==> src/sv/rational_box_downscaler_assert.svh <==
// Assertion macros for the rational box downscaler.
// Each expects i_clk and i_rst_n in the module that uses it.
`ifndef RATIONAL_BOX_DOWNSCALER_ASSERT_SVH
`define RATIONAL_BOX_DOWNSCALER_ASSERT_SVH
`ifndef SYNTHESIS
`define RBD_ASSERT_IMP(lbl, ante, cons, msg) \
    lbl: assert property (@(posedge i_clk) disable iff (!i_rst_n) (ante) |-> (cons)) \
        else $error(msg);
`define RBD_ASSERT_NXT(lbl, ante, cons, msg) \
    lbl: assert property (@(posedge i_clk) disable iff (!i_rst_n) (ante) |=> (cons)) \
        else $error(msg);
`else
`define RBD_ASSERT_IMP(lbl, ante, cons, msg)
`define RBD_ASSERT_NXT(lbl, ante, cons, msg)
`endif
`endif

==> src/sv/rbd_pkg.sv <==
`default_nettype none
package rbd_pkg;
    localparam int MAX_WIDTH  = 4096;
    localparam int MAX_RATIO  = 4096;
    localparam int HEIGHT_CAP = 4096;
    localparam int CFG_W      = 13;
    localparam int SUM_W      = 20;
    localparam int COL_W      = $clog2(MAX_WIDTH + 1);
    localparam int ADDR_W     = $clog2(MAX_WIDTH);
    localparam int QDEPTH     = 4;
    localparam int QPTR_W     = $clog2(QDEPTH);

    localparam logic [CFG_W:0] RATIO_CAP  = (CFG_W + 1)'(MAX_RATIO);
    localparam logic [CFG_W:0] WIDTH_CAP  = (CFG_W + 1)'(MAX_WIDTH);
    localparam logic [CFG_W:0] HEIGHT_LIM = (CFG_W + 1)'(HEIGHT_CAP);

    localparam logic [2:0] CFG_HS = 3'd0;
    localparam logic [2:0] CFG_HT = 3'd1;
    localparam logic [2:0] CFG_VS = 3'd2;
    localparam logic [2:0] CFG_VT = 3'd3;
    localparam logic [2:0] CFG_SW = 3'd4;
    localparam logic [2:0] CFG_SH = 3'd5;
    localparam logic [2:0] CFG_TW = 3'd6;
    localparam logic [2:0] CFG_TH = 3'd7;

    typedef logic [3:0][SUM_W-1:0] t_sum4;
    typedef logic [3:0][7:0]       t_lane4;

    typedef struct packed {
        logic [7:0] pix_blue;
        logic [7:0] pix_green;
        logic [7:0] pix_red;
        logic [7:0] pix_alpha;
    } t_pix;

    typedef struct packed {
        logic [7:0]  out_blue;
        logic [7:0]  out_green;
        logic [7:0]  out_red;
        logic [7:0]  out_alpha;
        logic [11:0] out_col;
        logic [11:0] out_row;
        logic        row_end;
        logic        frame_end;
    } t_res;

    typedef struct packed {
        logic [CFG_W-1:0] hs;
        logic [CFG_W-1:0] ht;
        logic [CFG_W-1:0] vs;
        logic [CFG_W-1:0] vt;
        logic [CFG_W-1:0] sw;
        logic [CFG_W-1:0] sh;
        logic [CFG_W-1:0] tw;
        logic [CFG_W-1:0] th;
    } t_cfg;

    typedef struct packed {
        t_lane4           hpix;
        logic [COL_W-1:0] col;
        logic [11:0]      row;
        logic             cf_zero;
        logic             vfin;
        logic             emit;
        logic [CFG_W-1:0] w_add;
        logic [CFG_W-1:0] w_keep;
        logic             row_end;
        logic             frame_end;
    } t_vitem;

    function automatic logic [CFG_W-1:0] clamp1(logic [CFG_W-1:0] v, logic [CFG_W:0] cap);
        logic [CFG_W-1:0] r;
        if (v == '0) begin
            r = CFG_W'(1);
        end else if ({1'b0, v} > cap) begin
            r = cap[CFG_W-1:0];
        end else begin
            r = v;
        end
        return r;
    endfunction
endpackage
`default_nettype wire

==> src/sv/rbd_div.sv <==
`default_nettype none
module rbd_div (
    input  wire logic             i_clk,
    input  wire logic             i_rst_n,
    input  wire logic             i_start,
    input  wire rbd_pkg::t_sum4   i_num,
    input  wire logic [12:0]      i_den,
    output logic                  o_busy,
    output logic                  o_done,
    output rbd_pkg::t_lane4       o_quo
);
    import rbd_pkg::*;

    localparam int STEP_W = $clog2(SUM_W + 1);

    t_sum4                 r_num, n_num;
    logic [3:0][CFG_W-2:0] r_rem, n_rem;
    logic [3:0][CFG_W-1:0] trial;
    logic [STEP_W-1:0]     r_cnt;
    logic [CFG_W-1:0]      r_den;
    logic                  r_done;

    // one quotient bit per lane per cycle, restoring
    always_comb begin
        for (int k = 0; k < 4; k++) begin
            trial[k] = {r_rem[k], r_num[k][SUM_W-1]};
            if (trial[k] >= r_den) begin
                n_rem[k] = (CFG_W - 1)'(trial[k] - r_den);
                n_num[k] = {r_num[k][SUM_W-2:0], 1'b1};
            end else begin
                n_rem[k] = trial[k][CFG_W-2:0];
                n_num[k] = {r_num[k][SUM_W-2:0], 1'b0};
            end
        end
    end

    always_ff @(posedge i_clk) begin
        if (!i_rst_n) begin
            r_cnt  <= '0;
            r_done <= 1'b0;
        end else if (i_start) begin
            r_cnt  <= STEP_W'(SUM_W);
            r_done <= 1'b0;
            r_num  <= i_num;
            r_rem  <= '0;
            r_den  <= i_den;
        end else if (r_cnt != '0) begin
            r_cnt  <= r_cnt - STEP_W'(1);
            r_done <= (r_cnt == STEP_W'(1));
            r_num  <= n_num;
            r_rem  <= n_rem;
        end else begin
            r_done <= 1'b0;
        end
    end

    assign o_busy = (r_cnt != '0);
    assign o_done = r_done;
    always_comb begin
        for (int k = 0; k < 4; k++) begin
            o_quo[k] = r_num[k][7:0];
        end
    end
endmodule
`default_nettype wire

==> src/sv/rbd_front.sv <==
`default_nettype none
`include "rational_box_downscaler_assert.svh"
module rbd_front (
    input  wire logic            i_clk,
    input  wire logic            i_rst_n,
    input  wire rbd_pkg::t_cfg   i_cfg,
    input  wire logic            i_push,
    input  wire rbd_pkg::t_pix   i_pix,
    output logic                 o_full,
    output logic                 o_q_push,
    output rbd_pkg::t_vitem      o_q_item,
    input  wire logic            i_q_full
);
    import rbd_pkg::*;

    localparam logic [1:0] F_IDLE = 2'd0;
    localparam logic [1:0] F_DIV  = 2'd1;
    localparam logic [1:0] F_PUSH = 2'd2;

    logic [1:0]       r_state;
    t_sum4            r_rs, n_rs, s_h;
    logic [CFG_W-1:0] r_rfill, n_rfill;
    logic [11:0]      r_in_col, r_in_row, n_in_col, n_in_row;
    logic [COL_W-1:0] r_hcol, n_hcol;
    logic [CFG_W-1:0] r_cfill, n_cfill;
    logic [11:0]      r_vrow, n_vrow;
    t_vitem           r_item, item;

    t_lane4           pix;
    logic [3:0][20:0] p_need, p_carry, p_ht;
    logic [CFG_W-1:0] need, carry, vneed;
    logic             hdone, hvalid, vfin, rowend, frmend, accept, re;
    logic             div_busy, div_done;
    t_lane4           div_quo;

    assign accept = i_push && !o_full;
    assign o_full = (r_state != F_IDLE);
    assign pix    = {i_pix.pix_alpha, i_pix.pix_red, i_pix.pix_green, i_pix.pix_blue};

    always_comb begin
        need   = i_cfg.hs - r_rfill;
        hdone  = (i_cfg.ht >= need);
        carry  = i_cfg.ht - need;
        hvalid = hdone && (32'(r_hcol) < 32'(i_cfg.tw));
        for (int k = 0; k < 4; k++) begin
            p_need[k]  = 21'(pix[k]) * 21'(need);
            p_carry[k] = 21'(pix[k]) * 21'(carry);
            p_ht[k]    = 21'(pix[k]) * 21'(i_cfg.ht);
            s_h[k]     = r_rs[k] + p_need[k][SUM_W-1:0];
            n_rs[k]    = hdone ? p_carry[k][SUM_W-1:0] : (r_rs[k] + p_ht[k][SUM_W-1:0]);
        end
        n_rfill = hdone ? carry : (r_rfill + i_cfg.ht);
        n_hcol  = r_hcol;
        if (hdone && (32'(r_hcol) < MAX_WIDTH)) begin
            n_hcol = r_hcol + COL_W'(1);
        end

        vneed = i_cfg.vs - r_cfill;
        vfin  = (i_cfg.vt >= vneed);
        re    = (32'(r_hcol) == 32'(i_cfg.tw) - 32'd1);
        item.hpix      = '0;
        item.col       = r_hcol;
        item.row       = r_vrow;
        item.cf_zero   = (r_cfill == '0);
        item.vfin      = vfin;
        item.emit      = vfin && ({1'b0, r_vrow} < i_cfg.th);
        item.w_add     = vfin ? vneed : i_cfg.vt;
        item.w_keep    = i_cfg.vt - vneed;
        item.row_end   = re;
        item.frame_end = re && ({1'b0, r_vrow} == i_cfg.th - CFG_W'(1));

        rowend   = ({1'b0, r_in_col} + CFG_W'(1)) >= i_cfg.sw;
        frmend   = ({1'b0, r_in_row} + CFG_W'(1)) >= i_cfg.sh;
        n_cfill  = r_cfill;
        n_vrow   = r_vrow;
        n_in_col = r_in_col + 12'd1;
        n_in_row = r_in_row;
        if (rowend) begin
            // restart the horizontal phase, step the vertical one
            n_rs     = '0;
            n_rfill  = '0;
            n_hcol   = '0;
            n_in_col = '0;
            if (vfin) begin
                n_cfill = i_cfg.vt - vneed;
                if (r_vrow != 12'hFFF) begin
                    n_vrow = r_vrow + 12'd1;
                end
            end else begin
                n_cfill = r_cfill + i_cfg.vt;
            end
            if (frmend) begin
                n_in_row = '0;
                n_vrow   = '0;
                n_cfill  = '0;
            end else begin
                n_in_row = r_in_row + 12'd1;
            end
        end
    end

    rbd_div u_div (
        .i_clk   (i_clk),
        .i_rst_n (i_rst_n),
        .i_start (accept && hvalid),
        .i_num   (s_h),
        .i_den   (i_cfg.hs),
        .o_busy  (div_busy),
        .o_done  (div_done),
        .o_quo   (div_quo)
    );

    always_ff @(posedge i_clk) begin
        if (!i_rst_n) begin
            r_state  <= F_IDLE;
            r_rs     <= '0;
            r_rfill  <= '0;
            r_in_col <= '0;
            r_in_row <= '0;
            r_hcol   <= '0;
            r_cfill  <= '0;
            r_vrow   <= '0;
        end else begin
            unique case (r_state)
                F_IDLE: begin
                    if (accept) begin
                        r_rs     <= n_rs;
                        r_rfill  <= n_rfill;
                        r_in_col <= n_in_col;
                        r_in_row <= n_in_row;
                        r_hcol   <= n_hcol;
                        r_cfill  <= n_cfill;
                        r_vrow   <= n_vrow;
                        if (hvalid) begin
                            r_item  <= item;
                            r_state <= F_DIV;
                        end
                    end
                end
                F_DIV: begin
                    if (div_done) begin
                        r_item.hpix <= div_quo;
                        r_state     <= F_PUSH;
                    end
                end
                F_PUSH: begin
                    if (!i_q_full) begin
                        r_state <= F_IDLE;
                    end
                end
                default: r_state <= F_IDLE;
            endcase
        end
    end

    assign o_q_push = (r_state == F_PUSH) && !i_q_full;
    assign o_q_item = r_item;

    `RBD_ASSERT_IMP(a_push_room, o_q_push, !i_q_full, "queue word pushed while full")
    `RBD_ASSERT_NXT(a_div_enter, accept && hvalid, r_state == F_DIV, "divide not entered")
    `RBD_ASSERT_IMP(a_div_live, r_state == F_DIV, div_busy || div_done, "divider idle in F_DIV")
endmodule
`default_nettype wire

==> config.mk <==
export PLATFORM = sky130hd
export DESIGN_NAME = rbd_front
export DESIGN_NICKNAME = d
export VERILOG_FILES = /design/src/sv/rbd_pkg.sv /design/src/sv/rbd_div.sv /design/src/sv/rbd_front.sv
export VERILOG_INCLUDE_DIRS = /design/src /design/src/sv
export SDC_FILE = /design/constraint.sdc
export NUM_CORES = 2
export LEC_CHECK = 0
export BUFFER_PORTS_ARGS = -buffer_cell sky130_fd_sc_hd__buf_4
export CORE_MARGIN = 1.5
export CORE_UTILIZATION = 65
export CTS_CLUSTER_DIAMETER = 120
export CTS_CLUSTER_SIZE = 30
export DETAILED_ROUTE_END_ITERATION = 10
export HOLD_SLACK_MARGIN = 0.05
export PLACE_DENSITY = 0.83
export SYNTH_ARGS = -nofsm -noshare
export SYNTH_HDL_FRONTEND = slang
export SYNTH_HIERARCHICAL = 1
export SYNTH_SLANG_ARGS = --single-unit
==> constraint.sdc <==
create_clock -name i_clk -period 14.9 [get_ports i_clk]
set_input_delay 3.725 -clock i_clk [delete_from_list [all_inputs] [get_ports i_clk]]
set_output_delay 3.725 -clock i_clk [all_outputs]
set_load 0.03 [all_outputs]
=== Yosys cells after proc, flatten, opt, wreduce, memory -nomap -nowiden ===
Index checks and enable logic that the tools add are counted.

* Equality and inequality tests: 10
* Mux-type cells: 39
* Bitwise operators: 2
* $add $sub $neg: 27
* Multipliers: 12
* Magnitude comparators: 11
* Reductions and logical operators: 29

{| class="wikitable"
|+ Operator list
! kind !! count
|-
| 8-bit by 13-bit multiplier with 20-bit output || 12
|-
| 80-bit two-way mux || 3
|-
| 88-bit two-way mux || 2
|-
| 20-bit adder || 8
|-
| 12-bit two-way mux || 9
|-
| 13-bit greater-or-equal comparator || 8
|-
| 13-bit two-way mux || 7
|-
| 20-bit two-way mux || 4
|-
| 32-bit case mux with 2 select lines || 1
|-
| 13-bit subtractor || 4
|-
| 48-bit two-way mux || 1
|-
| 12-bit subtractor || 4
|-
| 12-bit by 1-bit adder with 12-bit output (second input constant) || 3
|-
| 13-bit by 32-bit equality test with 1-bit output || 1
|-
| 32-bit two-way mux || 1
|-
| 12-bit by 1-bit adder with 13-bit output (second input constant) || 2
|-
| 13-bit adder || 2
|-
| 13-bit by 1-bit subtractor with 14-bit output (second input constant) || 1
|-
| 13-bit by 1-bit adder with 13-bit output (second input constant) || 1
|-
| 12-bit by 13-bit equality test with 1-bit output || 1
|-
| 13-bit logical NOT || 1
|-
| 12-bit by 13-bit < comparator with 1-bit output || 1
|-
| 13-bit < comparator || 1
|-
| 13-bit < comparator (second input constant) || 1
|-
| 24 further kinds || 51
|}

* Bits of input ports: 140
* Word-level logic and storage cells: 166
* Output and inout port bits: 90
* Bits in registers: 392

=== Logic depth before layout (Yosys ltp) ===
* Word-level depth: 6
* Gate-level depth with buffers: 38
* Mapped depth without buffers: 36

=== Hierarchy ===
Netlist, hierarchy kept.

{| class="wikitable"
|+ By module, submodules not included
! module !! area each (um2) !! instances !! seq. area each (um2) !! cells an instance
|-
| rbd_front || 56265.2 || 1 || 5785.5 || 6528
|-
| rbd_div || 8812.2 || 1 || 4354.2 || 734
|}

=== Least setup slack after synthesis ===
No wires, ideal clock.

* Kind: input to register
* Start: in i_cfg[92] (netlist bit)
* End: reg u_div.r_num (netlist bit u_div/o_quo[0]), enable pin
* Stages: 26
* Library setup time: 0.498 ns
* Data required time: 14.402 ns
* Data arrival time: 11.163 ns
* Slack: 3.239 ns
* Path buffers: 5
* Cells stage by stage: ha_1 -> nor2b_1 -> o21ai_1 -> nand2b_1 -> a21o_1 -> a21o_1 -> a21o_1 -> a41o_1 -> nor2_1 -> xnor2_1 -> clkbuf_1 -> inv_1 -> ha_1 -> o21ai_0 -> a21oi_1 -> o21a_1 -> o32a_1 -> o41ai_4 -> inv_2 -> clkbuf_1 -> nand4_1 -> inv_1 -> clkbuf_1 -> clkbuf_1 -> clkbuf_1 -> o21a_1

* Longest elaborated chain between the ends: 6

{| class="wikitable"
|+ Ends and longest elaborated chain
! what !! line !! text
|-
| from (decl) || rbd_front.sv:6 || <nowiki>input wire rbd_pkg::t_cfg i_cfg,</nowiki>
|-
| 13-bit subtractor || rbd_front.sv:41 || <nowiki>need = i_cfg.hs - r_rfill;</nowiki>
|-
| 13-bit greater-or-equal comparator || rbd_front.sv:42 || <nowiki>hdone = (i_cfg.ht >= need);</nowiki>
|-
| 1-bit logical AND || rbd_front.sv:44 || <nowiki>hvalid = hdone && (32'(r_hcol) < 32'(i_cfg.tw));</nowiki>
|-
| 1-bit logical AND || rbd_front.sv:105 || <nowiki>.i_start (accept && hvalid),</nowiki>
|-
| 2-bit nonzero test (no source line) || - ||
|-
| 2-bit AND reduction (no source line) || - ||
|-
| to (signal assigned) || rbd_div.sv:44 || <nowiki>r_num <= i_num;</nowiki>
|-
| to (signal assigned) || rbd_div.sv:50 || <nowiki>r_num <= n_num;</nowiki>
|-
| to (decl) || rbd_div.sv:16 || <nowiki>t_sum4 r_num, n_num;</nowiki>
|}

No other way between the ends.
A chain may end at the register's enable or synchronous reset.

=== Final worst setup path ===
* Start: in i_cfg[92] (netlist bit)
* End: reg r_rs[78] (netlist bit)

* Longest elaborated chain between the ends: 5
* Elaborated cells on any way between the ends: 6
* Those cells by class: add/sub (2); mul (1); order compare (1); mux (2)

{| class="wikitable"
|+ Ends and longest elaborated chain
! what !! line !! text
|-
| 13-bit subtractor * || rbd_front.sv:41 ||
|-
| 13-bit subtractor || rbd_front.sv:43 || <nowiki>carry = i_cfg.ht - need;</nowiki>
|-
| 8-bit by 13-bit multiplier with 20-bit output || rbd_front.sv:47 || <nowiki>p_carry[k] = 21'(pix[k]) * 21'(carry);</nowiki>
|-
| 20-bit two-way mux * || rbd_front.sv:50 || <nowiki>n_rs[k] = hdone ? p_carry[k][SUM_W-1:0] : (r_rs[k] + p_ht[k][SUM_W-1:0]);</nowiki>
|-
| 80-bit two-way mux * || rbd_front.sv:78 || <nowiki>if (rowend) begin</nowiki>
|-
| to (signal assigned) || rbd_front.sv:127 || <nowiki>r_rs <= n_rs;</nowiki>
|-
| to (decl) || rbd_front.sv:21 || <nowiki>t_sum4 r_rs, n_rs, s_h;</nowiki>
|}

Mark *: on every way between the ends. The rest lies on a longest branch, timed or not.

==> run metrics <==
status finished, final reports clean; total core area roughly 99000 sq um; synthesized netlist cell count 7262; Placed Instance Area 67350 sq um; share of the synthesized netlist area taken by xor and xnor gates 0.05110; Syn Nets between 8000 and 9000; number of violations reported at the end of detailed-routing iteration 0 4102; Relative slew margins 0.2508; Critical Path AT about 12 ns; layout cell share with drive strength beyond 1 0.06762; count of placed standard cells including taps 8451; transition at the pin with the smallest max-transition slack 1.124 ns; Final Cell Area 68090 sq um; per-instance average area after synthesis approximately 9 sq um; RR Endpoint r_rs[78]$_SDFFE_PN0P_; Max Slew Vio Count 0; area share of fa/ha/maj cells after synthesis 0.4123; Skew-Pair Late Insertion Delay 0.65 ns; fmax about 0.086 GHz; via total after detailed routing approximately 50000; detailed-router iteration count before antenna repair 8; count of warnings emitted by yosys 6; Clock transition at path regs between 0.1 and 0.15 ns; # rows approximately 120; worst setup path endpoint r_rs[78]$_SDFFE_PN0P_; number of instances resized during post-cts repair 0; CTS Hold Bufs 0; Synth Area in Compound Gates 0.09409; overall die width approximately 320 um; final critical-path share of the clock period 0.7772; area overhead of the layout relative to synthesis 4.636%; remaining global-route overflow 0; buffers from clock root to sink, at most 3; maximum single-stage delay on the critical path ~0.55 ns; RSZ-0062 raised after global routing no; Setup crit end kind register; wirelength, routed about 170 mm; main combinational cell family by area after synthesis adder cells; Critical Path Start Type input port; Cell variety after synth 98; average wire length per cell after detail routing slightly above 20 um; register bit count reported by yosys approximately 390; number of max-cap violations 0; # setup viols final 0; biggest fanout along the worst timing path 33; Required @ worst endpoint 15.37 ns; post-CTS repair timing setup buffer count 0; Most used DFF post-synth sky130_fd_sc_hd__edfxtp_1; number of fill cells in the layout around 7500; clock tree from TritonCTS done; post-synthesis async set-or-reset flop share 0; number of flops mapped to enable cells by yosys between 200 and 250; number of hold violations in the final report 0; Cell Count, Final, Fillers Out between 8000 and 9000; all-layer global routing usage 0.3422; Period minus WS final 11.58 ns; final setup TNS 0 ns; first-pass GRT wire length 278.8 mm; per-cell via count in the routed design between 6 and 7; post-detail-place hpwl between 100 and 150 mm; die area 102000 sq um; IO Pins 230; total CTS buffers 21; start of the worst register-to-register path r_rfill[1]$_SDFFE_PN0P_; maximum number of pins on one net before global-route repair 80; CTS Root Cell sky130_fd_sc_hd__clkbuf_16; final core utilization 0.6889; share of synthesized area spent on multiplexers 0.01832; post-synthesis simple-gate area fraction 0.1730; synthesized cell area 65080 sq um; R2R Setup Slk slightly below 6 ns; initial antenna violation count 10; most used cell, CP sky130_fd_sc_hd__inv_1; final setup skew about 0.048 ns; NumNets Final 8906; via count of the first global-routing pass 54480; gpl congestion around 1; floorplan die height around 320 um; residual antenna-violating net count after detailed routing 0; startpoint-to-endpoint class of the critical path input port to register; Port Buffers approximately 230; crit path launch i_cfg[92]; critical path's slowest cell sky130_fd_sc_hd__fa_1; H-tree levels 1; Hold Crit Class register to register; fraction of the yosys area taken by sequential cells 0.1558; # clock sinks slightly below 400; worst reg2reg path depth 37; number of remaining DRC errors 0; starting density of the core 0.6583
-- kinds of logic after synthesis --
| family | count (synthesis) |
|---|---|
| and+or+nand+nor | 2250 |
| buffers and inverters | 1601 |
| adders and majority gates | 1579 |
| AOI/OAI and AO/OA | 953 |
| DFF | 392 |
| xor gates and xnor gates | 378 |
| muxes | 109 |
-- placed cells by master, fill, tap and decap left out, types with 109 or more instances in the layout --
cell and count:
sky130_fd_sc_hd__fa_1 942, sky130_fd_sc_hd__a21oi_1 292, sky130_fd_sc_hd__nand2_1 805, sky130_fd_sc_hd__inv_1 1221, sky130_fd_sc_hd__ha_1 637, sky130_fd_sc_hd__edfxtp_1 229
sky130_fd_sc_hd__xnor2_1 231, sky130_fd_sc_hd__nor2_1 283, sky130_fd_sc_hd__dfxtp_1 163, sky130_fd_sc_hd__o21ai_0 192, sky130_fd_sc_hd__xor2_1 127, sky130_fd_sc_hd__buf_4 277
sky130_fd_sc_hd__nor2b_1 109, sky130_fd_sc_hd__and2_1 627
-- state kept, by name, summed over array words and instances (netlist names) --
| name | cells |
|---|---|
| r_state | 2 |
| r_in_row | 12 |
| u_div/r_den | 13 |
| r_vrow | 12 |
| r_in_col | 12 |
| r_cfill | 13 |
| r_rs | 80 |
| r_hcol | 13 |
| o_q_item | 88 |
| u_div/r_cnt | 5 |
| u_div/r_rem | 48 |
| u_div/r_num | 48 |
| u_div/o_quo | 32 |
| u_div/o_done | 1 |
| r_rfill | 13 |
-- worst min path at each step --
| stage | startpoint | end | cells after the start |
|---|---|---|---|
| final | r_rs[30]$_SDFFE_PN0P_ | r_rs[30]$_SDFFE_PN0P_ | 2 |
| after CTS | r_rs[30]$_SDFFE_PN0P_ | r_rs[30]$_SDFFE_PN0P_ | 2 |
| after global routing | r_rs[30]$_SDFFE_PN0P_ | r_rs[30]$_SDFFE_PN0P_ | 2 |
| after detailed placement | r_rs[30]$_SDFFE_PN0P_ | r_rs[30]$_SDFFE_PN0P_ | 2 |
| after floorplan | r_rs[30]$_SDFFE_PN0P_ | r_rs[30]$_SDFFE_PN0P_ | 2 |
| after global placement | r_rs[30]$_SDFFE_PN0P_ | r_rs[30]$_SDFFE_PN0P_ | 2 |
-- final cells by class --
class                           instances  area, sq um  area share
Clock buffer                           26        544.3    0.007993
Antenna cell                            5        12.51   0.0001837
Multi-Input combinational cell       5269        48920      0.7184
Inverter                             1226         4606     0.06764
Clock inverter                         12        186.4    0.002738
Timing Repair Buffer                  277         2079     0.03054
Tap cell                             1287         1610     0.02365
Sequential cell                       392        10140      0.1489
-- critical path: cells and delay by family --
family                     cells  cell delay, ns
adders and majority gates      7            3.00
AOI/OAI and AO/OA             13            2.71
buffers and inverters          8            1.29
and+or+nand+nor                6            0.88
xor gates and xnor gates       3            0.37
-- routing by layer --
layer  GRT usage  vias up  wire length, um
li1            -    22880                -
met1      0.4059    25440            62410
met2      0.5820     2247            81700
met3     0.05534      699            14390
met4      0.2144        6            12410
met5           0        -               41
-- synthesized netlist by cell type (26+ instances only) --
library cell,n,share of area
sky130_fd_sc_hd__xor2_1,133,0.018
sky130_fd_sc_hd__and3_1,41,0.0039
sky130_fd_sc_hd__a21o_1,78,0.0090
sky130_fd_sc_hd__ha_1,637,0.12
sky130_fd_sc_hd__o21bai_1,32,0.0037
sky130_fd_sc_hd__fa_1,942,0.29
sky130_fd_sc_hd__dfxtp_1,163,0.050
sky130_fd_sc_hd__nor2b_1,110,0.011
sky130_fd_sc_hd__mux2i_1,28,0.0043
sky130_fd_sc_hd__a211oi_1,42,0.0048
sky130_fd_sc_hd__xnor2_1,243,0.033
sky130_fd_sc_hd__nand2_1,805,0.046
sky130_fd_sc_hd__and2_1,627,0.060
sky130_fd_sc_hd__nand2b_1,52,0.0050
sky130_fd_sc_hd__a21oi_1,292,0.022
sky130_fd_sc_hd__mux2_2,81,0.014
sky130_fd_sc_hd__nand3_1,87,0.0067
sky130_fd_sc_hd__o21a_1,54,0.0062
sky130_fd_sc_hd__buf_4,35,0.0040
sky130_fd_sc_hd__inv_1,1222,0.070
sky130_fd_sc_hd__a22oi_1,48,0.0055
sky130_fd_sc_hd__buf_2,26,0.0020
sky130_fd_sc_hd__o21ai_0,192,0.015
sky130_fd_sc_hd__edfxtp_1,229,0.11
sky130_fd_sc_hd__nor3_1,101,0.0078
sky130_fd_sc_hd__a31oi_1,36,0.0035
sky130_fd_sc_hd__nor2_1,288,0.017
sky130_fd_sc_hd__clkbuf_1,304,0.018
-- stage by stage --
stage | setup WS [ns] | hold slack [ns]
2_1_floorplan | 3.239 | 0.4319
3_3_place_gp | 3.046 | 0.4432
3_5_place_dp | 2.840 | 0.4457
4_1_cts | 3.456 | 0.4582
5_1_grt | 2.905 | 0.4728
6_report | 3.319 | 0.4588
Power is not shown: default switching activity piles up to over one toggle a cycle in this logic, so the estimate is an artifact.
