[src/sv/rational_box_downscaler_assert.svh]
// Assertion macros for the rational box downscaler.
// Each expects i_clk and i_rst_n in the module that uses it.
`ifndef RATIONAL_BOX_DOWNSCALER_ASSERT_SVH
`define RATIONAL_BOX_DOWNSCALER_ASSERT_SVH
`ifndef SYNTHESIS
`define RBD_ASSERT_IMP(lbl, ante, cons, msg) \
    lbl: assert property (@(posedge i_clk) disable iff (!i_rst_n) (ante) |-> (cons)) \
        else $error(msg);
`define RBD_ASSERT_NXT(lbl, ante, cons, msg) \
    lbl: assert property (@(posedge i_clk) disable iff (!i_rst_n) (ante) |=> (cons)) \
        else $error(msg);
`else
`define RBD_ASSERT_IMP(lbl, ante, cons, msg)
`define RBD_ASSERT_NXT(lbl, ante, cons, msg)
`endif
`endif

[src/sv/rbd_pkg.sv]
`default_nettype none
package rbd_pkg;
    localparam int MAX_WIDTH  = 4096;
    localparam int MAX_RATIO  = 4096;
    localparam int HEIGHT_CAP = 4096;
    localparam int CFG_W      = 13;
    localparam int SUM_W      = 20;
    localparam int COL_W      = $clog2(MAX_WIDTH + 1);
    localparam int ADDR_W     = $clog2(MAX_WIDTH);
    localparam int QDEPTH     = 4;
    localparam int QPTR_W     = $clog2(QDEPTH);

    localparam logic [CFG_W:0] RATIO_CAP  = (CFG_W + 1)'(MAX_RATIO);
    localparam logic [CFG_W:0] WIDTH_CAP  = (CFG_W + 1)'(MAX_WIDTH);
    localparam logic [CFG_W:0] HEIGHT_LIM = (CFG_W + 1)'(HEIGHT_CAP);

    localparam logic [2:0] CFG_HS = 3'd0;
    localparam logic [2:0] CFG_HT = 3'd1;
    localparam logic [2:0] CFG_VS = 3'd2;
    localparam logic [2:0] CFG_VT = 3'd3;
    localparam logic [2:0] CFG_SW = 3'd4;
    localparam logic [2:0] CFG_SH = 3'd5;
    localparam logic [2:0] CFG_TW = 3'd6;
    localparam logic [2:0] CFG_TH = 3'd7;

    typedef logic [3:0][SUM_W-1:0] t_sum4;
    typedef logic [3:0][7:0]       t_lane4;

    typedef struct packed {
        logic [7:0] pix_blue;
        logic [7:0] pix_green;
        logic [7:0] pix_red;
        logic [7:0] pix_alpha;
    } t_pix;

    typedef struct packed {
        logic [7:0]  out_blue;
        logic [7:0]  out_green;
        logic [7:0]  out_red;
        logic [7:0]  out_alpha;
        logic [11:0] out_col;
        logic [11:0] out_row;
        logic        row_end;
        logic        frame_end;
    } t_res;

    typedef struct packed {
        logic [CFG_W-1:0] hs;
        logic [CFG_W-1:0] ht;
        logic [CFG_W-1:0] vs;
        logic [CFG_W-1:0] vt;
        logic [CFG_W-1:0] sw;
        logic [CFG_W-1:0] sh;
        logic [CFG_W-1:0] tw;
        logic [CFG_W-1:0] th;
    } t_cfg;

    typedef struct packed {
        t_lane4           hpix;
        logic [COL_W-1:0] col;
        logic [11:0]      row;
        logic             cf_zero;
        logic             vfin;
        logic             emit;
        logic [CFG_W-1:0] w_add;
        logic [CFG_W-1:0] w_keep;
        logic             row_end;
        logic             frame_end;
    } t_vitem;

    function automatic logic [CFG_W-1:0] clamp1(logic [CFG_W-1:0] v, logic [CFG_W:0] cap);
        logic [CFG_W-1:0] r;
        if (v == '0) begin
            r = CFG_W'(1);
        end else if ({1'b0, v} > cap) begin
            r = cap[CFG_W-1:0];
        end else begin
            r = v;
        end
        return r;
    endfunction
endpackage
`default_nettype wire

[src/sv/rbd_fifo.sv]
`default_nettype none
module rbd_fifo (
    input  wire logic            i_clk,
    input  wire logic            i_rst_n,
    input  wire logic            i_push,
    input  wire rbd_pkg::t_vitem i_item,
    output logic                 o_full,
    input  wire logic            i_pop,
    output rbd_pkg::t_vitem      o_item,
    output logic                 o_empty
);
    import rbd_pkg::*;

    t_vitem            r_q [QDEPTH];
    logic [QPTR_W-1:0] r_wp, r_rp;
    logic [QPTR_W:0]   r_cnt;
    logic              do_push, do_pop;

    assign o_full  = (r_cnt == (QPTR_W + 1)'(QDEPTH));
    assign o_empty = (r_cnt == '0);
    assign do_push = i_push && !o_full;
    assign do_pop  = i_pop && !o_empty;
    assign o_item  = r_q[r_rp];

    always_ff @(posedge i_clk) begin
        if (do_push) begin
            r_q[r_wp] <= i_item;
        end
    end

    always_ff @(posedge i_clk) begin
        if (!i_rst_n) begin
            r_wp  <= '0;
            r_rp  <= '0;
            r_cnt <= '0;
        end else begin
            if (do_push) begin
                r_wp <= r_wp + QPTR_W'(1);
            end
            if (do_pop) begin
                r_rp <= r_rp + QPTR_W'(1);
            end
            if (do_push && !do_pop) begin
                r_cnt <= r_cnt + (QPTR_W + 1)'(1);
            end else if (do_pop && !do_push) begin
                r_cnt <= r_cnt - (QPTR_W + 1)'(1);
            end
        end
    end
endmodule
`default_nettype wire

[config.mk]
export PLATFORM = sky130hd
export DESIGN_NAME = rbd_fifo
export DESIGN_NICKNAME = d
export VERILOG_FILES = /design/src/sv/rational_box_downscaler_assert.svh /design/src/sv/rbd_pkg.sv /design/src/sv/rbd_fifo.sv
export SDC_FILE = /design/constraint.sdc
export NUM_CORES = 1
export LEC_CHECK = 0
export ABC_AREA = 1
export BUFFER_PORTS_ARGS = -buffer_cell sky130_fd_sc_hd__buf_2
export CAP_MARGIN = 20
export CORE_ASPECT_RATIO = 1.5
export CORE_MARGIN = 4
export CORE_UTILIZATION = 43
export DETAILED_ROUTE_END_ITERATION = 12
export PLACE_DENSITY = 0.59
export SLEW_MARGIN = 15
export SYNTH_ARGS = -nofsm -noshare
export SYNTH_HDL_FRONTEND = slang
export SYNTH_SLANG_ARGS = --single-unit
[constraint.sdc]
create_clock -name i_clk -period 6.3 [get_ports i_clk]
set_input_delay 0.63 -clock i_clk [delete_from_list [all_inputs] [get_ports i_clk]]
set_output_delay 0.63 -clock i_clk [all_outputs]
set_load 0.1 [all_outputs]
# After elaboration in Yosys (flattened, before gate mapping)
# Memories as Yosys holds them, arrays and structs flattened. A register that Yosys moved wholly into a read port is not among the register bits.
# Index checks and enable logic that the tools add are counted.
[word_totals]
reg_bits = 7
ram_bits = 352
in_bits = 92
output_inout_bits = 90
elab_cells = 25
mem_count = 1
[memory_table]
columns = ["memory", "depth", "width", "read_ports", "rd_clocked_by_memory_dff", "write_ports", "line_no", "text"]
rows = [
  ["r_q", 4, 88, 1, 1, 1, "rbd_fifo.sv:14", "t_vitem r_q [QDEPTH];"],
]
[classes]
addsub = 4
eq_ne = 1
muxes = 6
reduce_logical = 10
[ops]
columns = ["operator", "n"]
rows = [
  ["3-bit 2-to-1 mux", 2],
  ["2-bit by 1-bit adder with 2-bit output (second input constant)", 2],
  ["1-bit logical AND", 4],
  ["1-bit zero test", 4],
  ["2-bit 2-to-1 mux", 2],
  ["3-bit by 1-bit adder with 3-bit output (second input constant)", 1],
  ["3-bit == test (second input constant)", 1],
  ["3-bit zero test", 1],
  ["3-bit by 1-bit subtractor with 3-bit output (second input constant)", 1],
  ["1-bit 2-to-1 mux", 2],
  ["2-bit nonzero test", 1],
]

# Longest topological paths before layout
# Gate-level depths: netlist (run 1).
[logic_depth]
ltp_word = 7
ltp_mapped = 13
ltp_nobuf = 13

# Worst setup path after synthesis (run 1)
# OpenSTA, ideal clock, no wires.
[synth_timing]
path_kind = "in2reg"
start = "in i_push"
end = "mem r_q[0][0] (netlist name), enable pin"
setup_time_ns = 0.535
arrival_ns = 4.408
required_ns = 5.765
slack_ns = 1.357
stages = 2
path_buffers = 0
path_cell_list = "nand2_1 > nor2_1"
[synth_via]
elab_chain_cells = 3
[synth_lines]
columns = ["item", "line_no", "text"]
rows = [
  ["start, declared", "rbd_fifo.sv:5", "input wire logic i_push,"],
  ["1-bit logical AND", "rbd_fifo.sv:21", "assign do_push = i_push && !o_full;"],
  ["1-bit 2-to-1 mux", "rbd_fifo.sv:26", "if (do_push) begin"],
  ["1-bit 2-to-1 mux (implied by the code)", "rbd_fifo.sv:27", "r_q[r_wp] <= i_item;"],
  ["end, declared", "rbd_fifo.sv:14", ""],
]
# Every way passes these cells.

==> results of run 1 <==
==> power groups by stage <==
stage                     Sequential [W]  Combinational, W  Clock [W]
after floorplan                  0.00305           0.00290          0
after global placement           0.00307           0.00343          0
after detailed placement         0.00308           0.00344          0
after CTS                        0.00303           0.00344    0.00206
after global routing             0.00305           0.00357    0.00215
final                            0.00302           0.00340    0.00201
==> kinds of logic after synthesis <==
| family | Yosys count | share of synthesized area |
|---|---|---|
| fa+ha+maj | 6 | 0.006123 |
| buf+inv | 74 | 0.02950 |
| simple gates | 210 | 0.05909 |
| xor+xnor | 1 | 0.0006495 |
| compound gates | 268 | 0.1076 |
| flops | 361 | 0.7970 |
==> synthesized netlist by cell type <==
| master | instances |
|---|---|
| sky130_fd_sc_hd__nand3b_1 | 1 |
| sky130_fd_sc_hd__o22ai_1 | 88 |
| sky130_fd_sc_hd__inv_1 | 16 |
| sky130_fd_sc_hd__xor2_1 | 1 |
| sky130_fd_sc_hd__inv_4 | 1 |
| sky130_fd_sc_hd__buf_6 | 9 |
| sky130_fd_sc_hd__a21oi_1 | 3 |
| sky130_fd_sc_hd__clkbuf_4 | 2 |
| sky130_fd_sc_hd__edfxtp_1 | 352 |
| sky130_fd_sc_hd__fa_1 | 1 |
| sky130_fd_sc_hd__nand3_1 | 4 |
| sky130_fd_sc_hd__o21ai_0 | 122 |
| sky130_fd_sc_hd__buf_4 | 7 |
| sky130_fd_sc_hd__nand2_1 | 15 |
| sky130_fd_sc_hd__buf_2 | 9 |
| sky130_fd_sc_hd__dfxtp_1 | 9 |
| sky130_fd_sc_hd__o21ai_1 | 55 |
| sky130_fd_sc_hd__ha_1 | 5 |
| sky130_fd_sc_hd__nor2_1 | 190 |
| sky130_fd_sc_hd__inv_2 | 1 |
| sky130_fd_sc_hd__clkbuf_1 | 25 |
| sky130_fd_sc_hd__clkbuf_2 | 4 |
==> layout make-up <==
cell class                 instances  area [sq um]  area share
clock buffer                      43         948.4     0.06000
clock inverter                    18         151.4    0.009577
inverter                          18         72.57    0.004591
multi-input combinational        485          2370      0.1499
sequential                       361         10760      0.6804
tap                              405         506.7     0.03206
timing repair buffer             194          1003     0.06348
==> through the flow <==
step / cell area [sq um] / setup WS (ps)
global route: 15810 / 1976
CTS: 15810 / 2239
detailed placement: 14710 / 2806
finish: 15810 / 2325
floorplan: 13490 / 1357
global placement: 14710 / 2846
==> worst paths after layout <==
path / start / end / slack [ps] / cells after the start
max: flip-flop / o_item[75] / 2330 / 4
min: i_item[48] / r_q[2][48] / 330 / 1
max reg2reg: r_cnt[0] / r_q[0][60] / 3650 / 5
min reg2reg: r_rp[1] / r_rp[1] / 520 / 2
==> flip-flops by register name, summed over array words and instances (netlist names), named ones only <==
register / flops
r_q: 352
r_rp: 2
r_wp: 2
r_cnt: 3
==> metal layers <==
metal | vias up | routed length (um) | track usage
met5 | - | 71 | 0
met4 | 14 | 532 | 0.04573
met3 | 45 | 1587 | 0.04131
met2 | 176 | 15280 | 0.2956
met1 | 3894 | 11640 | 0.1955
li1 | 3798 | - | -
==> results_tabular.tex, run 1 <==
\begin{tabular}{lr}
\hline
Metric & Value \\
\hline
\multicolumn{2}{l}{\textbf{Outcome}} \\
Run status & finished, final reports clean \\
\multicolumn{2}{l}{\textbf{Yosys}} \\
Syn Inst Count & between 900 and 1000 \\
Post-synth design cell area & roughly 0.013 sq mm \\
Seq cells post-synth & 361 \\
Number of distinct standard cells referenced by the synthesized netlist & 22 \\
Net Count, Synth & roughly 1000 \\
Total of warnings raised by yosys & 0 \\
Dominant cells by area after synthesis & sky130\_fd\_sc\_hd\_\_edfxtp\_1 (78\%), sky130\_fd\_sc\_hd\_\_nor2\_1 (5.3\%), sky130\_fd\_sc\_hd\_\_o21ai\_0 (4.5\%), sky130\_fd\_sc\_hd\_\_o22ai\_1 (4.1\%), sky130\_fd\_sc\_hd\_\_o21ai\_1 (2.0\%) \\
Area leader, netlist & sky130\_fd\_sc\_hd\_\_edfxtp\_1 \\
Syn\_area\_per\_cell & between 10 and 15 sq um \\
Sequential area share after synthesis & 0.7970 \\
Share of Yosys cell area claimed by the top area cell type & 0.7837 \\
\multicolumn{2}{l}{\textbf{STA}} \\
Worst-case clock skew & 13.35 ps \\
Worst slew pin tran & between 1000 and 1500 ps \\
Final Max Tran Viols & 0 \\
Final worst path period share & 0.6309 \\
RSZ-0062 raised after global routing & no \\
Final count of negative-setup-slack endpoints & 0 \\
Worst hold slack after final layout & $\sim$330 ps \\
Aggregate negative setup slack & 0 ps \\
Worst slew margin & 0.3317 \\
Min cycle time layout & slightly below 4000 ps \\
Max frequency & approximately 250 MHz \\
Count of final hold-check violations & 0 \\
\multicolumn{2}{l}{\textbf{Worst setup path}} \\
Required arrival time at the worst endpoint & 5670 ps \\
CP startpoint kind & flip-flop \\
Worst Path Max Fanout & just over 100 \\
Max incr delay on CP & 880 ps \\
Critical path class & flip-flop to output pin \\
Endpoint arrival time on the critical path & between 3000 and 4000 ps \\
Endpoint kind of the worst setup timing path & output pin \\
Number of buffer and inverter instances along the worst setup path & 2 \\
List of cells traversed by the critical path & buf\_4 > o21ai\_0 > o22ai\_1 > buf\_2 \\
Top delay family on crit path & buffers and inverters \\
Slowest cell on the critical path & sky130\_fd\_sc\_hd\_\_dfxtp\_4 \\
\multicolumn{2}{l}{\textbf{Clock network}} \\
CTS tree & built \\
Total of cells resized after clock tree synthesis & 0 \\
Post-CTS setup buffers & 0 \\
Root Driver & sky130\_fd\_sc\_hd\_\_clkbuf\_16 \\
Clock insertion delay at the later pin of the skew report & roughly 500 ps \\
Buffer levels on the longest clock path & 3 \\
Number of hold buffers added after cts & 0 \\
Clock slew seen by the registers of the worst setup and hold paths & $\sim$60 ps \\
H-Tree Depth & 2 \\
Clock buffers created by TritonCTS & 34 \\
Clock tree sinks & between 300 and 400 \\
\multicolumn{2}{l}{\textbf{Floorplan}} \\
Initial Util & 0.4346 \\
Number of rows created at floorplan & between 70 and 80 \\
Die W & 152.6 um \\
Overall die area & 0.03432 sq mm \\
Floorplan die height & approximately 220 um \\
Io pins & around 180 \\
Core region area & just over 0.03 sq mm \\
\multicolumn{2}{l}{\textbf{Layout}} \\
Net count, final & around 1200 \\
Layout overhead on the synthesized area & 17.20\% \\
Number of antenna repair diodes & 0 \\
Post-route core utilization & 0.5093 \\
Leading cell type in the layout, fill and taps excluded & sky130\_fd\_sc\_hd\_\_edfxtp\_1 \\
Fraction of final layout cells sized beyond drive strength 1 & 0.2198 \\
Non-filler cells, final & 1524 \\
Commonest cells after routing, fill and taps aside & sky130\_fd\_sc\_hd\_\_edfxtp\_1 (352), sky130\_fd\_sc\_hd\_\_nor2\_1 (186), sky130\_fd\_sc\_hd\_\_buf\_2 (181) \\
Number of filler cells placed in the layout & about 2700 \\
\multicolumn{2}{l}{\textbf{Detailed routing}} \\
TritonRoute pass-1 iters & 4 \\
Routed WL & between 20000 and 30000 um \\
Violation count after the first detailed-route iteration & 387 \\
ANT nets after route & 0 \\
Count of vias placed by the detailed router & 7927 \\
Vias per cell & 5.201 \\
Routed length per placed instance & about 19 um \\
Count of unresolved DRC violations after routing & 0 \\
\multicolumn{2}{l}{\textbf{Min path}} \\
Path category of the worst min-delay check & input port to flip-flop \\
\multicolumn{2}{l}{\textbf{Place}} \\
Port Buf Inserts & 181 \\
Number of placed instances with taps included & between 1000 and 1500 \\
Routability cong. & between 0.7 and 0.8 \\
HPWL reported at the end of detailed placement & about 16000 um \\
\multicolumn{2}{l}{\textbf{Power}} \\
Leakage power figure & 5.522 nW \\
Switching power as a share of total power & 0.4577 \\
Worst ir drop on vdd & between 0.3 and 0.4 mV \\
Switching component of the power & 0.003860 W \\
Clock power frac & 0.239 \\
Power per cell area & between 500 and 600 mW/mm\^{}2 \\
Combinational power share & 0.403 \\
Seq pwr share & 0.359 \\
Total power & between 0.008 and 0.009 W \\
Internal Power & approximately 0.0046 W \\
\multicolumn{2}{l}{\textbf{Global route}} \\
GRT Overall Usage & 0.1638 \\
Wire length of the first global-routing pass & between 40000 and 50000 um \\
Initial antenna violation count & 7 \\
GRT overflow & 0 \\
Via count of the first global-routing pass & slightly below 8000 \\
Maximum number of pins on one net before global-route repair & around 130 \\
\multicolumn{2}{l}{\textbf{Flow run}} \\
Max capacitance violation total & 0 \\
\hline
\end{tabular}
Note: power is estimated with default switching activity, not from simulation.
==> inputs of run 2 (changes only) <==
--- a/config.mk
+++ b/config.mk
@@ -5,14 +5,14 @@
 export SDC_FILE = /design/constraint.sdc
 export NUM_CORES = 1
 export LEC_CHECK = 0
-export ABC_AREA = 1
+export ABC_AREA = 0
 export BUFFER_PORTS_ARGS = -buffer_cell sky130_fd_sc_hd__buf_2
 export CAP_MARGIN = 20
 export CORE_ASPECT_RATIO = 1.5
 export CORE_MARGIN = 4
 export CORE_UTILIZATION = 43
 export DETAILED_ROUTE_END_ITERATION = 12
-export PLACE_DENSITY = 0.59
+export PLACE_DENSITY = 0.6
 export SLEW_MARGIN = 15
 export SYNTH_ARGS = -nofsm -noshare
 export SYNTH_HDL_FRONTEND = slang
==> constraint.sdc (replaced) <==
create_clock -name i_clk -period 3.75 [get_ports i_clk]
set_input_delay 0.375 -clock i_clk [delete_from_list [all_inputs] [get_ports i_clk]]
set_output_delay 0.375 -clock i_clk [all_outputs]
set_load 0.1 [all_outputs]
==> run 2 against run 1 <==
- cell area down 0.84%
- synthesized cell count down 45%
- critical path depth down 1
- sequential share of layout area up 0.59 points
- non-clock buffer count down 4
- via count down 26%
- routed wire length down 12%
- setup slack worse by 1500 ps
- hold slack worse by 250 ps
- global-route usage down 0.90 points
- clock skew down 4.4 ps
==> results_tabular.tex, run 2 <==
\begin{tabular}{lr}
\hline
Metric & Value \\
\hline
\multicolumn{2}{l}{\textbf{Outcome}} \\
Run status & finished, final reports clean \\
\multicolumn{2}{l}{\textbf{Layout}} \\
Number of filler cells placed in the layout & 2425 (-10\%) \\
Registers with the most flip-flops & r\_q (352), r\_cnt (3) \\
Leading cell type in the layout, fill and taps excluded & sky130\_fd\_sc\_hd\_\_edfxtp\_1 \\
Most flops, register & r\_q \\
Sequential standard cell area & 0.01076 sq mm (about the same) \\
Multi-input logic area & 0.002270 sq mm (-4.2\%) \\
Fraction of final layout cells sized beyond drive strength 1 & 0.4503 (+0.2305) \\
Commonest cells after routing, fill and taps aside & sky130\_fd\_sc\_hd\_\_edfxtp\_1 (352), sky130\_fd\_sc\_hd\_\_buf\_2 (181), sky130\_fd\_sc\_hd\_\_mux4\_2 (88) \\
Final Cell Area & 0.01568 sq mm (-0.84\%) \\
Layout overhead on the synthesized area & 19.09\% \\
Net count, final & 810 (-32\%) \\
Number of flip-flops under the largest register name & 352 (unchanged) \\
\multicolumn{2}{l}{\textbf{Yosys}} \\
Top cells by instance count after synthesis & sky130\_fd\_sc\_hd\_\_edfxtp\_1 (352), sky130\_fd\_sc\_hd\_\_mux4\_2 (88), sky130\_fd\_sc\_hd\_\_buf\_2 (10), sky130\_fd\_sc\_hd\_\_dfxtp\_1 (9) \\
Fraction of the mapped netlist area in compound gates & 0.002186 (-0.1054) \\
Net Count, Synth & 606 (-40\%) \\
Seq cells post-synth & 361 (unchanged) \\
Post-synth EDFFs & 352 (unchanged) \\
Dominant cells by area after synthesis & sky130\_fd\_sc\_hd\_\_edfxtp\_1 (80\%), sky130\_fd\_sc\_hd\_\_mux4\_2 (15\%), sky130\_fd\_sc\_hd\_\_dfxtp\_1 (1.4\%), sky130\_fd\_sc\_hd\_\_ha\_1 (0.48\%), sky130\_fd\_sc\_hd\_\_and2\_1 (0.38\%) \\
Number of distinct standard cells referenced by the synthesized netlist & 24 (+9.1\%) \\
Main combinational cell family by area after synthesis & multiplexers \\
Post-synth design cell area & 0.01316 sq mm (-2.4\%) \\
Async SR Flop Fraction & 0 (unchanged) \\
Share of Yosys cell area claimed by the top area cell type & 0.8030 (+0.01937) \\
Adder-cell share of the synthesized area & 0.006274 (+0.0001513) \\
Multiplexer area fraction after synthesis & 0.1529 (+0.1529) \\
Syn Inst Count & 508 (-45\%) \\
Total of warnings raised by yosys & 0 (unchanged) \\
Simple-Gate Fraction of Synth Area & 0.007319 (-0.05177) \\
Area leader, netlist & sky130\_fd\_sc\_hd\_\_edfxtp\_1 \\
Post-synthesis xor/xnor area fraction & 0.002662 (+0.002012) \\
Syn\_area\_per\_cell & 25.91 sq um (+77\%) \\
Prevailing post-synth register cell & sky130\_fd\_sc\_hd\_\_edfxtp\_1 \\
Leading cell type by number of instances after synthesis & sky130\_fd\_sc\_hd\_\_edfxtp\_1 \\
Sequential area share after synthesis & 0.8167 (+0.01970) \\
\multicolumn{2}{l}{\textbf{Floorplan}} \\
Core region area & 0.03025 sq mm (-2.5\%) \\
Overall die area & 0.03353 sq mm (-2.3\%) \\
Initial Util & 0.4351 (+0.0004980) \\
Floorplan die height & 222.3 um (-1.2\%) \\
Number of rows created at floorplan & 78 (-1.3\%) \\
Die W & 150.9 um (-1.1\%) \\
Io pins & 182 (unchanged) \\
\multicolumn{2}{l}{\textbf{Global route}} \\
Wire length of the first global-routing pass & 38870 um (-11\%) \\
Global-route met3 utilization & 0.04428 (+0.002970) \\
Met2 capacity usage during global routing & 0.2751 (-0.02054) \\
Maximum number of pins on one net before global-route repair & 57 (-55\%) \\
Highest-utilization routing layer at the global route stage & met2 \\
GRT Overall Usage & 0.1548 (-0.008990) \\
Via count of the first global-routing pass & 6588 (-16\%) \\
GRT overflow & 0 (unchanged) \\
Met1 track demand over resource & 0.1799 (-0.01568) \\
Initial antenna violation count & 6 (-1) \\
\multicolumn{2}{l}{\textbf{Detailed routing}} \\
Count of vias placed by the detailed router & 5900 (-26\%) \\
Routed WL & 25630 um (-12\%) \\
Routed length per placed instance & 22.57 um (+18\%) \\
ANT nets after route & 0 (unchanged) \\
Count of unresolved DRC violations after routing & 0 (unchanged) \\
TritonRoute pass-1 iters & 6 (+2) \\
Violation count after the first detailed-route iteration & 326 (-16\%) \\
Vias per cell & 5.194 (-0.15\%) \\
\multicolumn{2}{l}{\textbf{Worst setup path}} \\
Slowest cell on the critical path & sky130\_fd\_sc\_hd\_\_dfxtp\_4 \\
Top delay family on crit path & buffers and inverters \\
Slack of the worst reg-to-reg path & 1260 ps (-2390 ps) \\
Length in cells of the worst reg-to-reg path & 8 (+3) \\
Worst Path Max Fanout & 37 (-64\%) \\
Endpoint arrival time on the critical path & 2590 ps (-750 ps) \\
Crit Reg-Reg Startpoint & r\_cnt[0] \\
Critical path class & flip-flop to output pin \\
End of the worst register-to-register path & r\_cnt[2] \\
List of cells traversed by the critical path & buf\_4 > mux4\_2 > buf\_2 \\
Endpoint kind of the worst setup timing path & output pin \\
Max incr delay on CP & 760 ps (-120 ps) \\
CP startpoint kind & flip-flop \\
Required arrival time at the worst endpoint & 3380 ps (-2290 ps) \\
Number of buffer and inverter instances along the worst setup path & 2 (unchanged) \\
\multicolumn{2}{l}{\textbf{STA}} \\
RSZ-0062 raised after global routing & no \\
Worst slew margin & 0.5676 (+0.2360) \\
Final count of negative-setup-slack endpoints & 0 (unchanged) \\
Count of final hold-check violations & 0 (unchanged) \\
Min cycle time layout & between 2000 and 3000 ps \\
Worst-case clock skew & 8.958 ps (-4.394 ps) \\
Worst slew pin tran & 648.5 ps (-354.0 ps) \\
Max frequency & between 300 and 400 MHz \\
Aggregate negative setup slack & 0 ps (unchanged) \\
Final worst path period share & 0.7911 \\
Final Max Tran Viols & 0 (unchanged) \\
Worst hold slack after final layout & 86.51 ps (-247.4 ps) \\
\multicolumn{2}{l}{\textbf{Clock network}} \\
CTS tree & built \\
Clock insertion delay at the later pin of the skew report & 500 ps (about the same) \\
Clock tree sinks & 361 (unchanged) \\
Clock buffers created by TritonCTS & 34 (unchanged) \\
Post-CTS setup buffers & 0 (unchanged) \\
Total of cells resized after clock tree synthesis & 0 (unchanged) \\
H-Tree Depth & 2 (unchanged) \\
Number of hold buffers added after cts & 0 (unchanged) \\
Buffer levels on the longest clock path & 3 (unchanged) \\
Clock slew seen by the registers of the worst setup and hold paths & 60 ps (about the same) \\
Root Driver & sky130\_fd\_sc\_hd\_\_clkbuf\_16 \\
\multicolumn{2}{l}{\textbf{Place}} \\
Port Buf Inserts & 181 (unchanged) \\
HPWL reported at the end of detailed placement & 15610 um (-4.8\%) \\
Cell Area, Placed & 0.01458 sq mm (-0.90\%) \\
Routability cong. & 0.7039 (-0.54\%) \\
\multicolumn{2}{l}{\textbf{Min path}} \\
Path category of the worst min-delay check & input port to flip-flop \\
Hold Crit Endpoint & r\_q[0][47] \\
Worst min-delay path startpoint & i\_item[47] \\
Hold Path Stages & 1 (unchanged) \\
\multicolumn{2}{l}{\textbf{Flow run}} \\
Max capacitance violation total & 0 (unchanged) \\
\hline
\end{tabular}
## run 2: final cells by class
cell class | count | area share
repair buffers | 190 | 0.06609
clock buffers | 43 | 0.06050
inverters | 3 | 0.0007184
clock inverters | 16 | 0.009499
multi-input cells | 122 | 0.1448
diodes | 1 | 0.0001596
flip-flops and latches | 361 | 0.6863
well taps | 400 | 0.03193
## run 2: worst max path at each step
stage	start	to	cells after the start
floorplan	r_cnt[1]	r_q[0][0]	4
detailed placement	r_cnt[0]	r_q[0][76]	4
global placement	flip-flop	o_item[23]	3
finish	flip-flop	o_item[44]	3
global route	flip-flop	o_item[23]	3
CTS	flip-flop	o_item[23]	3
## run 2: per-stage QoR
step,util,setup WS (ps),instances
2_1_floorplan,-,74.57,508
3_3_place_gp,0.4818,1255,1076
3_5_place_dp,0.4818,1207,1076
4_1_cts,0.5180,693.2,1135
5_1_grt,0.5181,598.8,1136
6_report,0.5181,783.3,1136
## run 2: cell families (layout without fill, tap and decap cells)
group,Yosys count,in the layout
mux,91,91
xor+xnor,4,4
simple gates,17,17
fa+ha+maj,6,6
flops,361,361
buf+inv,25,252
other cells,0,1
compound gates,4,4
## run 2: routing by layer
metal	share of wire	routed length (um)	vias up
met3	0.063	1605	40
met2	0.54	13940	158
met5	0.0022	57	-
met4	0.022	561	8
li1	-	-	2584
met1	0.37	9467	3110
## run 2: worst register-to-register path, stage by stage, from the launching register on
cell and delay [ps]:
sky130_fd_sc_hd__dfxtp_1 480, sky130_fd_sc_hd__nor3b_2 100, sky130_fd_sc_hd__nor2b_1 460, sky130_fd_sc_hd__ha_1 290
sky130_fd_sc_hd__inv_1 60, sky130_fd_sc_hd__fa_1 370, sky130_fd_sc_hd__xor2_1 180, sky130_fd_sc_hd__or3_1 310
sky130_fd_sc_hd__a21boi_0 170
Power of run 2 is left out: the tool's default activity adds up to more than one toggle a clock period on the data nets, which glitch-free logic cannot reach.
==> inputs of run 3 (changes only) <==
--- a/config.mk
+++ b/config.mk
@@ -12,7 +12,7 @@
 export CORE_MARGIN = 4
 export CORE_UTILIZATION = 43
 export DETAILED_ROUTE_END_ITERATION = 12
-export PLACE_DENSITY = 0.6
+export PLACE_DENSITY = 0.62
 export SLEW_MARGIN = 15
 export SYNTH_ARGS = -nofsm -noshare
 export SYNTH_HDL_FRONTEND = slang
==> constraint.sdc (replaced) <==
create_clock -name i_clk -period 2.4 [get_ports i_clk]
set_input_delay 0.24 -clock i_clk [delete_from_list [all_inputs] [get_ports i_clk]]
set_output_delay 0.24 -clock i_clk [all_outputs]
set_load 0.1 [all_outputs]
==> run 3 against run 2 <==
- hold slack worse by 15 ps
- cell area grew 7.4%
- clock skew rose by 0.64 ps
- cell count increased by 9.4%
- die area unchanged
- critical path depth stayed put
- setup slack worse by 710 ps
- critical endpoint is now o_item[19]
- largest cell class unchanged
- highest routed layer is now met4
==> results_tabular.tex, run 3 (same netlist as run 2, synthesis figures left out) <==
\begin{tabular}{lr}
\hline
Metric & Value \\
\hline
\multicolumn{2}{l}{\textbf{STA}} \\
Worst-case clock skew & 9.600 ps (+0.6422 ps) \\
Min cycle time layout & roughly 2300 ps \\
Final worst path period share & 0.9712 \\
Aggregate negative setup slack & 0 ps (unchanged) \\
Max frequency & $\sim$430 MHz \\
Worst hold slack after final layout & 71.49 ps (-15.02 ps) \\
Worst slew margin & 0.6454 (+0.07777) \\
Worst slew pin tran & 535.6 ps (-113.0 ps) \\
Count of final hold-check violations & 0 (unchanged) \\
Final Max Tran Viols & 0 (unchanged) \\
Final count of negative-setup-slack endpoints & 0 (unchanged) \\
RSZ-0062 raised after global routing & yes \\
\multicolumn{2}{l}{\textbf{Place}} \\
Port Buf Inserts & 181 (unchanged) \\
Routability cong. & 0.7896 (+12\%) \\
HPWL reported at the end of detailed placement & 16000 um (+2.5\%) \\
Cell Area, Placed & 0.01476 sq mm (+1.3\%) \\
\multicolumn{2}{l}{\textbf{Worst setup path}} \\
Slack of the worst reg-to-reg path & 190 ps (-1070 ps) \\
Length in cells of the worst reg-to-reg path & 7 (-1) \\
Crit Reg-Reg Startpoint & r\_cnt[1] \\
Worst Path Max Fanout & 10 (-73\%) \\
Slowest cell on the critical path & sky130\_fd\_sc\_hd\_\_mux4\_2 \\
Endpoint arrival time on the critical path & 2090 ps (-500 ps) \\
Endpoint kind of the worst setup timing path & output pin \\
List of cells traversed by the critical path & buf\_4 > mux4\_2 > buf\_2 \\
Critical path class & flip-flop to output pin \\
Max incr delay on CP & 540 ps (-220 ps) \\
CP startpoint kind & flip-flop \\
Required arrival time at the worst endpoint & 2160 ps (-1220 ps) \\
End of the worst register-to-register path & r\_cnt[2] \\
\multicolumn{2}{l}{\textbf{Clock network}} \\
Root Driver & sky130\_fd\_sc\_hd\_\_clkbuf\_16 \\
Clock slew seen by the registers of the worst setup and hold paths & 60 ps (about the same) \\
Clock buffers created by TritonCTS & 36 (+5.9\%) \\
CTS tree & built \\
H-Tree Depth & 2 (unchanged) \\
Clock insertion delay at the later pin of the skew report & 510 ps (about the same) \\
Buffer levels on the longest clock path & 3 (unchanged) \\
Clock tree sinks & 361 (unchanged) \\
\multicolumn{2}{l}{\textbf{Floorplan}} \\
Initial Util & 0.4351 (unchanged) \\
Overall die area & 0.03353 sq mm (unchanged) \\
Die W & 150.9 um (unchanged) \\
Floorplan die height & 222.3 um (unchanged) \\
Number of rows created at floorplan & 78 (unchanged) \\
Io pins & 182 (unchanged) \\
Core region area & 0.03025 sq mm (unchanged) \\
\multicolumn{2}{l}{\textbf{Detailed routing}} \\
Count of vias placed by the detailed router & 6269 (+6.3\%) \\
Violation count after the first detailed-route iteration & 301 (-7.7\%) \\
Routed WL & 25660 um (about the same) \\
Count of unresolved DRC violations after routing & 0 (unchanged) \\
ANT nets after route & 0 (unchanged) \\
Vias per cell & 5.043 (-2.9\%) \\
TritonRoute pass-1 iters & 6 (unchanged) \\
Routed length per placed instance & 20.64 um (-8.5\%) \\
\multicolumn{2}{l}{\textbf{Layout}} \\
Number of antenna repair diodes & 0 (-1) \\
Net count, final & 916 (+13\%) \\
Leading cell type in the layout, fill and taps excluded & sky130\_fd\_sc\_hd\_\_edfxtp\_1 \\
Number of flip-flops under the largest register name & 352 (unchanged) \\
Most flops, register & r\_q \\
Fraction of final layout cells sized beyond drive strength 1 & 0.4176 (-0.03278) \\
Registers with the most flip-flops & r\_q (352), r\_cnt (3) \\
Commonest cells after routing, fill and taps aside & sky130\_fd\_sc\_hd\_\_edfxtp\_1 (352), sky130\_fd\_sc\_hd\_\_buf\_2 (141), sky130\_fd\_sc\_hd\_\_mux4\_2 (88), sky130\_fd\_sc\_hd\_\_dlygate4sd3\_1 (88) \\
Layout overhead on the synthesized area & 27.91\% \\
Final Cell Area & 0.01684 sq mm (+7.4\%) \\
\multicolumn{2}{l}{\textbf{Power}} \\
Leakage power figure & approximately 5.7 nW \\
Worst ir drop on vdd & about 0.95 mV \\
Power per cell area & 1317 mW/mm\^{}2 \\
\multicolumn{2}{l}{\textbf{Min path}} \\
Hold Path Stages & 3 (+2) \\
Hold Crit Endpoint & r\_wp[1] \\
Worst min-delay path startpoint & i\_rst\_n \\
Path category of the worst min-delay check & input port to flip-flop \\
\multicolumn{2}{l}{\textbf{Outcome}} \\
Run status & finished, final reports clean \\
\multicolumn{2}{l}{\textbf{Global route}} \\
GRT Overall Usage & 0.1562 (+0.001313) \\
Wire length of the first global-routing pass & 39900 um (+2.6\%) \\
Via count of the first global-routing pass & 7000 (+6.3\%) \\
Initial antenna violation count & 0 (-6) \\
Maximum number of pins on one net before global-route repair & 47 (-18\%) \\
GRT overflow & 0 (unchanged) \\
\multicolumn{2}{l}{\textbf{Flow run}} \\
Max capacitance violation total & 0 (unchanged) \\
\hline
\end{tabular}
==> run 3: cell types whose count changed in the layout (fill, tap and decap cells not counted), moves of 2 or more <==
cell,previous run,this run
sky130_fd_sc_hd__dlygate4sd3_1,0,88
sky130_fd_sc_hd__buf_2,181,141
sky130_fd_sc_hd__buf_4,4,37
sky130_fd_sc_hd__clkbuf_4,0,16
sky130_fd_sc_hd__buf_12,5,10
sky130_fd_sc_hd__bufinv_16,3,0
sky130_fd_sc_hd__clkbuf_1,6,9
sky130_fd_sc_hd__dfxtp_1,7,4
sky130_fd_sc_hd__dfxtp_2,0,3
sky130_fd_sc_hd__clkinv_4,0,2
==> run 3: worst max path at each step <==
stage          startpoint    endpoint  slack [ps]
3_5_place_dp     r_cnt[0]    r_cnt[2]         100
6_report        flip-flop  o_item[19]          70
2_1_floorplan    r_cnt[0]   r_q[0][0]        -220
5_1_grt         flip-flop  o_item[19]         -30
4_1_cts         flip-flop  o_item[57]           1
3_3_place_gp     r_cnt[1]    r_cnt[2]         310
==> run 3: what timing repair did <==
action,in CTS,in global routing
hold buffers,88,0
setup buffers,3,0
endpoints found under the setup margin,67,43
resized for setup,10,48
endpoints found under the hold margin,352,0
==> run 3: through the flow <==
| stage | util | setup WS (ps) | std cells | power (W) |
|---|---|---|---|---|
| floorplan | - | -222.8 | 508 | 0.01554 |
| global placement | 0.4880 | 311.8 | 1089 | 0.01696 |
| detailed placement | 0.4880 | 96.12 | 1089 | 0.01706 |
| CTS | 0.5536 | 1.434 | 1243 | 0.02231 |
| global route | 0.5565 | -25.79 | 1243 | 0.02301 |
| finish | 0.5565 | 69.09 | 1243 | 0.02218 |
==> run 3: report_power, final <==
part,switching [W],total [W],internal [W]
Sequential,0.000254,0.00791,0.00766
Clock,0.00215,0.00501,0.00286
Combinational,0.00699,0.00926,0.00226
==> run 3: worst max-delay path: cells and delay by family (launching register included) <==
family / cells / cell delay [ps]
buf+inv: 2 / 580
flops: 1 / 460
mux: 1 / 540
==> run 3: routing by layer <==
metal / part of all wire / up-vias / track usage
met5: 0 / - / 0
met4: 0.028 / 0 / 0.05181
met3: 0.039 / 50 / 0.02877
met2: 0.56 / 140 / 0.2891
met1: 0.37 / 3283 / 0.1794
li1: - / 2796 / -
==> run 3: final cells by class <==
type	instances	area, sq um
Clock buffer	47	973.4
Clock inverter	16	80.08
Fill cell	2308	13420
Inverter	3	11.26
Multi-Input combinational cell	122	2286
Sequential cell	361	10760
Tap cell	400	500.5
Timing Repair Buffer	294	2223
